<file path="config.mk">
export PLATFORM = sky130hd
export DESIGN_NAME = ring_buffer_pattern_search_flat
export DESIGN_NICKNAME = d
export VERILOG_FILES = /design/src/sv/rbps_pkg.sv /design/src/sv/rbps_if.sv /design/src/sv/ring_buffer_pattern_search.sv /design/src/sv/rbps_ram.sv /design/src/sv/rbps_ctrl.sv /design/src/flat_wrapper.sv
export SDC_FILE = /design/constraint.sdc
export NUM_CORES = 2
export LEC_CHECK = 0
export BUFFER_PORTS_ARGS = -buffer_cell sky130_fd_sc_hd__buf_2
export CAP_MARGIN = 20
export CORE_MARGIN = 1
export CORE_UTILIZATION = 55
export DETAILED_ROUTE_END_ITERATION = 12
export GPL_TIMING_DRIVEN = 0
export HOLD_SLACK_MARGIN = 0.08
export PLACE_DENSITY = 0.73
export SLEW_MARGIN = 20
export SYNTH_ARGS = -nofsm -noshare
export SYNTH_HDL_FRONTEND = slang
export SYNTH_HIERARCHICAL = 1
export SYNTH_SLANG_ARGS = --single-unit
</file>
<file path="constraint.sdc">
create_clock -name clk -period 4 [get_ports clk]
set_input_delay 0.8 -clock clk [delete_from_list [all_inputs] [get_ports clk]]
set_output_delay 0.8 -clock clk [all_outputs]
set_load 0.005 [all_outputs]
</file>
<file path="src/sv/rbps_pkg.sv">
`default_nettype none

package rbps_pkg;

	localparam int RING_DEPTH_DEF  = 256;
	localparam int PATTERN_MAX_DEF = 16;

	typedef enum logic [2:0] {
		ACT_RECV    = 3'd0,
		ACT_PATTERN = 3'd1,
		ACT_SEARCH  = 3'd2,
		ACT_EXTRACT = 3'd3,
		ACT_PURGE   = 3'd4
	} action_t;

	typedef struct packed {
		logic       found;
		logic [7:0] match_position;
		logic       is_payload;
		logic [7:0] payload_byte;
		logic       final_item;
	} result_t;

endpackage

`default_nettype wire

</file>
<file path="src/sv/rbps_if.sv">
`default_nettype none

interface rbps_in_if;
	logic       valid;
	logic       ready;
	logic [2:0] action;
	logic [7:0] data_value;
	logic [3:0] pattern_slot;
	logic [4:0] pattern_length;
	logic [7:0] stop_byte;
	logic [5:0] copy_limit;

	modport source (output valid, action, data_value, pattern_slot, pattern_length,
		stop_byte, copy_limit, input ready);
	modport sink (input valid, action, data_value, pattern_slot, pattern_length,
		stop_byte, copy_limit, output ready);
endinterface

interface rbps_out_if;
	logic       valid;
	logic       ready;
	logic       found;
	logic [7:0] match_position;
	logic       is_payload;
	logic [7:0] payload_byte;
	logic       final_item;

	modport source (output valid, found, match_position, is_payload, payload_byte,
		final_item, input ready);
	modport sink (input valid, found, match_position, is_payload, payload_byte,
		final_item, output ready);
endinterface

`default_nettype wire

</file>
<file path="src/sv/ring_buffer_pattern_search.sv">
`default_nettype none

// Channel  Dir  Word
// rx       in   action, data_value, pattern_slot, pattern_length, stop_byte, copy_limit
// tx       out  found, match_position, is_payload, payload_byte, final_item
//
// Receive, pattern load and purge are done in the idle state when accepted.
// A search compares byte by byte: one read of the ring memory and the pattern
// memory, then the compare; a plain search or a miss then loads the status word.
// After a hit in extract mode every result word, the status word included, goes
// through one ring memory read, then the stop and limit check.
// Reset clears the pointers and the byte count; neither memory is cleared.
// rx is held off while a search runs; a stalled tx freezes the search at its next word.

module ring_buffer_pattern_search #(
	parameter int RING_DEPTH  = rbps_pkg::RING_DEPTH_DEF,
	parameter int PATTERN_MAX = rbps_pkg::PATTERN_MAX_DEF
) (
	input  wire logic  clk,
	input  wire logic  arst_n,
	rbps_in_if.sink    rx,
	rbps_out_if.source tx
);

	localparam int AW = $clog2(RING_DEPTH);
	localparam int PW = $clog2(PATTERN_MAX);

	logic          ring_we;
	logic [AW-1:0] ring_waddr;
	logic [7:0]    ring_wdata;
	logic [AW-1:0] ring_raddr;
	logic [7:0]    ring_rdata;
	logic          pat_we;
	logic [PW-1:0] pat_waddr;
	logic [7:0]    pat_wdata;
	logic [PW-1:0] pat_raddr;
	logic [7:0]    pat_rdata;

	rbps_ctrl #(
		.RING_DEPTH  (RING_DEPTH),
		.PATTERN_MAX (PATTERN_MAX)
	) u_ctrl (
		.clk        (clk),
		.arst_n     (arst_n),
		.rx         (rx),
		.tx         (tx),
		.ring_we    (ring_we),
		.ring_waddr (ring_waddr),
		.ring_wdata (ring_wdata),
		.ring_raddr (ring_raddr),
		.ring_rdata (ring_rdata),
		.pat_we     (pat_we),
		.pat_waddr  (pat_waddr),
		.pat_wdata  (pat_wdata),
		.pat_raddr  (pat_raddr),
		.pat_rdata  (pat_rdata)
	);

	rbps_ram #(
		.DEPTH (RING_DEPTH),
		.WIDTH (8)
	) u_ring (
		.clk   (clk),
		.we    (ring_we),
		.waddr (ring_waddr),
		.wdata (ring_wdata),
		.raddr (ring_raddr),
		.rdata (ring_rdata)
	);

	rbps_ram #(
		.DEPTH (PATTERN_MAX),
		.WIDTH (8)
	) u_pattern (
		.clk   (clk),
		.we    (pat_we),
		.waddr (pat_waddr),
		.wdata (pat_wdata),
		.raddr (pat_raddr),
		.rdata (pat_rdata)
	);

endmodule

`default_nettype wire

</file>
<file path="src/sv/rbps_ram.sv">
`default_nettype none

module rbps_ram #(
	parameter int DEPTH = rbps_pkg::RING_DEPTH_DEF,
	parameter int WIDTH = 8,
	localparam int AW = $clog2(DEPTH)
) (
	input  wire logic             clk,
	input  wire logic             we,
	input  wire logic [AW-1:0]    waddr,
	input  wire logic [WIDTH-1:0] wdata,
	input  wire logic [AW-1:0]    raddr,
	output logic      [WIDTH-1:0] rdata
);

	logic [WIDTH-1:0] mem [DEPTH];

	always_ff @(posedge clk) begin
		if (we) begin
			mem[waddr] <= wdata;
		end
		rdata <= mem[raddr];
	end

endmodule

`default_nettype wire

</file>
<file path="src/sv/rbps_ctrl.sv">
`default_nettype none

module rbps_ctrl #(
	parameter int RING_DEPTH  = rbps_pkg::RING_DEPTH_DEF,
	parameter int PATTERN_MAX = rbps_pkg::PATTERN_MAX_DEF,
	localparam int AW = $clog2(RING_DEPTH),
	localparam int PW = $clog2(PATTERN_MAX)
) (
	input  wire logic          clk,
	input  wire logic          arst_n,
	rbps_in_if.sink            rx,
	rbps_out_if.source         tx,
	output logic               ring_we,
	output logic [AW-1:0]      ring_waddr,
	output logic [7:0]         ring_wdata,
	output logic [AW-1:0]      ring_raddr,
	input  wire logic [7:0]    ring_rdata,
	output logic               pat_we,
	output logic [PW-1:0]      pat_waddr,
	output logic [7:0]         pat_wdata,
	output logic [PW-1:0]      pat_raddr,
	input  wire logic [7:0]    pat_rdata
);

	localparam int CW = $clog2(RING_DEPTH + 1);
	localparam int CX = CW + 1;
	localparam logic [AW-1:0] LAST = AW'(RING_DEPTH - 1);
	localparam logic [CW-1:0] FULL = CW'(RING_DEPTH);

	typedef enum logic [2:0] {
		S_IDLE,
		S_RD,
		S_CMP,
		S_EMIT,
		S_XRD,
		S_XCHK
	} state_t;

	state_t              state_q;
	logic [AW-1:0]       wp_q;
	logic [CW-1:0]       cnt_q;
	logic [4:0]          plen_q;
	logic [7:0]          stop_q;
	logic [5:0]          limit_q;
	logic                extract_q;
	logic [AW-1:0]       s_q;
	logic [AW-1:0]       j_q;
	logic [CW-1:0]       t_q;
	logic [4:0]          k_q;
	logic [5:0]          q_q;
	rbps_pkg::result_t   pend_q;
	rbps_pkg::result_t   out_q;
	logic                ovalid_q;

	logic                accept;
	logic                can_load;
	logic                emit_now;
	logic                match_now;
	logic                last_k;
	logic [CX-1:0]       t_next;
	logic                more;
	logic                cont;
	logic                plen_ok;
	logic [CX-1:0]       wp_ext;
	logic [CX-1:0]       plen_ext;
	logic [CX-1:0]       s0_full;
	logic [AW-1:0]       s0;
	logic [31:0]         s_ext;
	logic [31:0]         slot_ext;
	logic [31:0]         k_ext;
	rbps_pkg::result_t   xfer_item;
	rbps_pkg::result_t   pay_item;
	rbps_pkg::result_t   miss_item;
	rbps_pkg::result_t   hit_item;

	function automatic logic [AW-1:0] wrap_inc(input logic [AW-1:0] v);
		return (v == LAST) ? '0 : AW'(v + 1'b1);
	endfunction

	function automatic logic [AW-1:0] wrap_dec(input logic [AW-1:0] v);
		return (v == '0) ? LAST : AW'(v - 1'b1);
	endfunction

	assign rx.ready  = (state_q == S_IDLE);
	assign accept    = rx.valid && rx.ready;
	assign can_load  = !ovalid_q || tx.ready;
	assign emit_now  = ((state_q == S_EMIT) || (state_q == S_XCHK)) && can_load;

	assign match_now = (ring_rdata == pat_rdata);
	assign last_k    = (k_q == 5'(plen_q - 5'd1));
	assign t_next    = CX'(t_q) + CX'(1);
	assign more      = (t_next + CX'(plen_q)) <= CX'(cnt_q);
	assign cont      = (q_q < limit_q) && (CX'(q_q) < CX'(t_q)) && (ring_rdata != stop_q);

	// first candidate start: newest position a pattern of this length fits
	assign wp_ext    = CX'(wp_q);
	assign plen_ext  = CX'(rx.pattern_length);
	assign s0_full   = (wp_ext >= plen_ext) ? wp_ext - plen_ext
		: wp_ext + CX'(RING_DEPTH) - plen_ext;
	assign s0        = s0_full[AW-1:0];
	assign plen_ok   = (rx.pattern_length != 5'd0)
		&& (32'(rx.pattern_length) <= 32'(PATTERN_MAX))
		&& (plen_ext <= CX'(cnt_q));

	assign s_ext     = 32'(s_q);
	assign slot_ext  = 32'(rx.pattern_slot);
	assign k_ext     = 32'(k_q);

	assign ring_we    = accept && (rx.action == rbps_pkg::ACT_RECV);
	assign ring_waddr = wp_q;
	assign ring_wdata = rx.data_value;
	assign ring_raddr = j_q;
	assign pat_we     = accept && (rx.action == rbps_pkg::ACT_PATTERN)
		&& (slot_ext < 32'(PATTERN_MAX));
	assign pat_waddr  = slot_ext[PW-1:0];
	assign pat_wdata  = rx.data_value;
	assign pat_raddr  = k_ext[PW-1:0];

	always_comb begin
		xfer_item = pend_q;
		xfer_item.final_item = !cont;
	end

	assign pay_item  = '{found: 1'b1, match_position: pend_q.match_position,
		is_payload: 1'b1, payload_byte: ring_rdata, final_item: 1'b1};
	assign miss_item = '{found: 1'b0, match_position: 8'd0, is_payload: 1'b0,
		payload_byte: 8'd0, final_item: 1'b1};
	assign hit_item  = '{found: 1'b1, match_position: s_ext[7:0], is_payload: 1'b0,
		payload_byte: 8'd0, final_item: 1'b1};

	assign tx.valid          = ovalid_q;
	assign tx.found          = out_q.found;
	assign tx.match_position = out_q.match_position;
	assign tx.is_payload     = out_q.is_payload;
	assign tx.payload_byte   = out_q.payload_byte;
	assign tx.final_item     = out_q.final_item;

	always_ff @(posedge clk or negedge arst_n) begin
		if (!arst_n) begin
			state_q   <= S_IDLE;
			wp_q      <= '0;
			cnt_q     <= '0;
			ovalid_q  <= 1'b0;
			plen_q    <= '0;
			stop_q    <= '0;
			limit_q   <= '0;
			extract_q <= 1'b0;
			s_q       <= '0;
			j_q       <= '0;
			t_q       <= '0;
			k_q       <= '0;
			q_q       <= '0;
			pend_q    <= '0;
			out_q     <= '0;
		end else begin
			if (ovalid_q && tx.ready && !emit_now) begin
				ovalid_q <= 1'b0;
			end
			case (state_q)
				S_IDLE: begin
					if (accept) begin
						case (rx.action)
							rbps_pkg::ACT_RECV: begin
								wp_q <= wrap_inc(wp_q);
								if (cnt_q != FULL) begin
									cnt_q <= CW'(cnt_q + 1'b1);
								end
							end
							rbps_pkg::ACT_PURGE: begin
								cnt_q <= '0;
							end
							rbps_pkg::ACT_SEARCH, rbps_pkg::ACT_EXTRACT: begin
								plen_q    <= rx.pattern_length;
								stop_q    <= rx.stop_byte;
								limit_q   <= rx.copy_limit;
								extract_q <= (rx.action == rbps_pkg::ACT_EXTRACT);
								t_q       <= '0;
								k_q       <= '0;
								s_q       <= s0;
								j_q       <= s0;
								if (plen_ok) begin
									state_q <= S_RD;
								end else begin
									pend_q  <= miss_item;
									state_q <= S_EMIT;
								end
							end
							default: begin
							end
						endcase
					end
				end
				S_RD: begin
					state_q <= S_CMP;
				end
				S_CMP: begin
					if (match_now) begin
						j_q <= wrap_inc(j_q);
						if (last_k) begin
							pend_q  <= hit_item;
							q_q     <= '0;
							state_q <= extract_q ? S_XRD : S_EMIT;
						end else begin
							k_q     <= 5'(k_q + 5'd1);
							state_q <= S_RD;
						end
					end else if (more) begin
						// step back one start position, restart the pattern
						t_q     <= t_next[CW-1:0];
						k_q     <= '0;
						s_q     <= wrap_dec(s_q);
						j_q     <= wrap_dec(s_q);
						state_q <= S_RD;
					end else begin
						pend_q  <= miss_item;
						state_q <= S_EMIT;
					end
				end
				S_EMIT: begin
					if (can_load) begin
						out_q    <= pend_q;
						ovalid_q <= 1'b1;
						state_q  <= S_IDLE;
					end
				end
				S_XRD: begin
					state_q <= S_XCHK;
				end
				S_XCHK: begin
					// hold the pending word until the next byte says if it is the last
					if (can_load) begin
						out_q    <= xfer_item;
						ovalid_q <= 1'b1;
						if (cont) begin
							pend_q  <= pay_item;
							q_q     <= 6'(q_q + 6'd1);
							j_q     <= wrap_inc(j_q);
							state_q <= S_XRD;
						end else begin
							state_q <= S_IDLE;
						end
					end
				end
				default: begin
					state_q <= S_IDLE;
				end
			endcase
		end
	end

endmodule

`default_nettype wire
</file>
<file path="src/flat_wrapper.sv">
// flat-port wrapper written by rule: the top's interface ports become plain ports
module ring_buffer_pattern_search_flat 
#(
	parameter int RING_DEPTH  = rbps_pkg::RING_DEPTH_DEF,
	parameter int PATTERN_MAX = rbps_pkg::PATTERN_MAX_DEF
)
  (clk, arst_n, rx_valid, rx_action, rx_data_value, rx_pattern_slot, rx_pattern_length, rx_stop_byte, rx_copy_limit, rx_ready, tx_valid, tx_found, tx_match_position, tx_is_payload, tx_payload_byte, tx_final_item, tx_ready);
  rbps_in_if rx_i ();
  rbps_out_if tx_i ();
  input  wire logic clk;
  input  wire logic arst_n;
  input wire logic [$bits(rx_i.valid)-1:0] rx_valid;
  input wire logic [$bits(rx_i.action)-1:0] rx_action;
  input wire logic [$bits(rx_i.data_value)-1:0] rx_data_value;
  input wire logic [$bits(rx_i.pattern_slot)-1:0] rx_pattern_slot;
  input wire logic [$bits(rx_i.pattern_length)-1:0] rx_pattern_length;
  input wire logic [$bits(rx_i.stop_byte)-1:0] rx_stop_byte;
  input wire logic [$bits(rx_i.copy_limit)-1:0] rx_copy_limit;
  output wire logic [$bits(rx_i.ready)-1:0] rx_ready;
  output wire logic [$bits(tx_i.valid)-1:0] tx_valid;
  output wire logic [$bits(tx_i.found)-1:0] tx_found;
  output wire logic [$bits(tx_i.match_position)-1:0] tx_match_position;
  output wire logic [$bits(tx_i.is_payload)-1:0] tx_is_payload;
  output wire logic [$bits(tx_i.payload_byte)-1:0] tx_payload_byte;
  output wire logic [$bits(tx_i.final_item)-1:0] tx_final_item;
  input wire logic [$bits(tx_i.ready)-1:0] tx_ready;
  assign rx_i.valid = rx_valid;
  assign rx_i.action = rx_action;
  assign rx_i.data_value = rx_data_value;
  assign rx_i.pattern_slot = rx_pattern_slot;
  assign rx_i.pattern_length = rx_pattern_length;
  assign rx_i.stop_byte = rx_stop_byte;
  assign rx_i.copy_limit = rx_copy_limit;
  assign rx_ready = rx_i.ready;
  assign tx_valid = tx_i.valid;
  assign tx_found = tx_i.found;
  assign tx_match_position = tx_i.match_position;
  assign tx_is_payload = tx_i.is_payload;
  assign tx_payload_byte = tx_i.payload_byte;
  assign tx_final_item = tx_i.final_item;
  assign tx_i.ready = tx_ready;
  ring_buffer_pattern_search #(.RING_DEPTH(RING_DEPTH), .PATTERN_MAX(PATTERN_MAX)) u_core (.clk(clk), .arst_n(arst_n), .rx(rx_i), .tx(tx_i));
endmodule
</file>
==> run metrics <==
setup violators final=115; maximum clock rate=about 0.24 GHz; worst r2r path cells=7; critical path class=flop to flop; global-route wire length before repair=around 370000 um; CP max FO=12; Hold Crit Endpoint=u_core/u_ctrl/limit_q[3]; register bit total from synthesis=2307; Final Hold Viols=0; Core ar.=166000 um^2; H-tree Lvls=4; vias in the first global route=49800; reg2reg start=u_core/u_ctrl/ring_raddr[4]; Hold Crit Depth=3; clock buffer count from CTS=218; Syn. warnings=6; Ports=59; RSZ-0062 raised after global routing=true; Final Non-Filler Cells=7475; RR Endpoint=u_core/u_ring/rdata[6]; routed wl met2=roughly 120000 um; Power Total=~70 mW; Highest Signal Layer=met5; Post-Layout Inst Area=105000 um^2; max_cap viols=0; DP Worst Slack=-1150 ps; asr flop ratio synth=4.98%; worst hold margin=about 190 ps; syn_nets=4843; Post-DRT Antenna Nets=0; area of the mapped netlist=92100 um^2; sequential area share after synthesis=between 70% and 80%; final design utilization=between 60% and 70%; Rows=149; initial antenna violation count=7; clock root buffer=clkbuf_16; critical hold path startpoint=rx_copy_limit[3]; register area=roughly 70000 um^2; share of cells above drive strength 1=between 20 and 30%; P_leak=approximately 33 nW; Starting Density=55.6%; max_slew headroom=approximately 14%; Top FF cell, synth=edfxtp_1; clk slew on worst S/H paths=roughly 60 ps; DIE HEIGHT=411 um; via count of the routed design=51300; CTS tree=built; Filler cells=around 11000; worst path arrival time=4860 ps; Tcrit/Tclk final=105%; outcome=complete, but fails checks; Req. time, crit path=4680 ps; Sink Count=2307; clock latency on the worst-skew pair=about 900 ps; Setup crit start=u_core/u_ctrl/ring_raddr[4]; failing checks=negative setup slack; worst IR drop on VDD=0.531 mV; GR Util All Layers=a little under a third; setup TNS=-9010 ps; Worst setup SP type=flop; Multi-input gate area=22800 um^2; routed metal-1 wirelength=94000 um; Final Max Tran Viols=0; placed cells=7027; synthesized instance count=between 4000 and 5000; Final Worst Setup Slack=-186 ps; wire length per cell=35.6 um; drt pass-1 iters=6; DR DRC count=0; vias per cell=approximately 7; worst reg-to-reg setup slack=-190 ps; DP Wirelength=177000 um; synth unique cells=102; nets=5180; die area=169000 um^2; Slew @ Worst Pin=1290 ps; met3 WL post-DR=37200 um; P&R area growth vs syn=14.1%; grt ovf=0; port buffer count=46; Routed WL=approximately 270000 um; initial DRC count=8649; average cell area after synthesis=19.4 um^2; largest net degree at the start of global routing=136; fin crit period=around 4200 ps; EDFF count, synth=2176; pwr/cell area=between 600 and 700 nW/um^2; die width=411 um; gpl congestion=0.987; dpl cell area=96100 um^2; CTS max path bufs=3; hold crit path type=primary input to flop; CP Capture Type=flop; Clock Skew=77.0 ps
==> flip-flops by register name, summed over array words and instances (netlist names), 9 cells and up <==
name / cells
u_core/u_ring/mem: 2048
u_core/u_pattern/mem: 128
u_core/u_ctrl/pend_q: 11
u_core/u_ctrl/cnt_q: 9
u_core/u_ctrl/t_q: 9
==> cell families after synthesis <==
kind of cell	synth area share, %
AO/OA/AOI/OAI	4.29
XOR/XNOR	0.595
multiplexers	13.8
flip-flops	74.4
AND/OR/NAND/NOR	3.93
adder cells (fa/ha/maj)	0.641
buffers and inverters	2.29
==> cells in the final DEF, fill, tap and decap left out, types with 35 or more instances in the layout <==
cell / instances
nor2_4: 39
o22ai_1: 36
mux2i_1: 150
nor2_2: 131
mux4_2: 472
nor2b_1: 41
ha_1: 39
nand2_1: 127
dfrtp_1: 111
edfxtp_1: 2176
o21ai_0: 63
clkinv_2: 43
clkbuf_16: 219
a21oi_1: 111
clkinv_1: 52
xnor2_1: 35
a22oi_1: 149
buf_2: 96
buf_6: 44
nand3_1: 52
clkbuf_2: 43
nor2_1: 164
buf_4: 77
o221ai_1: 47
clkbuf_1: 100
inv_1: 55
==> critical path: stages, from the launching register on <==
cell	delay, ps
dfrtp_1	530
buf_4	440
clkbuf_2	500
clkbuf_1	770
o311ai_0	430
o22ai_1	600
nor4_4	170
nor4_2	560
==> routing by layer <==
metal | up-vias | GRT usage, %
met2 | 3830 | 46.0
met4 | 10 | 17.2
li1 | 20200 | -
met1 | 26600 | 42.0
met5 | - | 0.424
met3 | 738 | 10.7
==> worst max path at each step <==
stage	endpoint	slack (ps)	cells past startpoint
after detailed placement	u_core/u_ring/rdata[3]	-1150	9
after CTS	u_core/u_ctrl/pend_q[7]	-110	17
after global placement	u_core/u_ring/rdata[3]	-1570	9
after floorplan	u_core/u_ctrl/ring_raddr[7]	9	18
final	u_core/u_ring/rdata[6]	-190	7
after global routing	u_core/u_ctrl/pend_q[4]	-270	18
==> power breakdown <==
part | internal [mW] | switching (mW) | total (mW)
Sequential | 26.8 | 0.553 | 27.3
Clock | 11.6 | 9.07 | 20.7
Combinational | 8.95 | 15.0 | 23.9
Total | 47.3 | 24.6 | 71.9
==> final cells by class <==
cell class,instances,share of cell area [%]
Sequential cell,2307,65.2
Multi-Input combinational cell,2097,21.7
Clock buffer,257,5.36
Tap cell,2189,2.61
Buffer,296,2.03
Clock inverter,147,1.48
Timing Repair Buffer,119,1.37
Inverter,57,0.207
Antenna cell,6,0.0143
==> synth_stat cells (all sizes together), types with 44 or more instances <==
master,count,area [um^2]
nor2,334,1250
dfrtp,115,2880
inv,56,210
clkbuf,122,459
buf,173,1410
ha,44,551
o21ai,82,410
edfxtp,2176,65300
nand2,131,494
mux4,488,11100
a22oi,150,1130
nand3,58,300
mux2i,150,1500
o221ai,48,427
a21oi,127,639
==> timing repair <==
action	4_1_cts	5_1_grt
pin swaps	22	35
gates resized for setup	323	111
hold buffers	1	0
buffers inserted	19	13
gates cloned	3	2
setup endpoints to repair	1618	296
hold endpoints to repair	71	0
(Power assumes the default switching activity.)
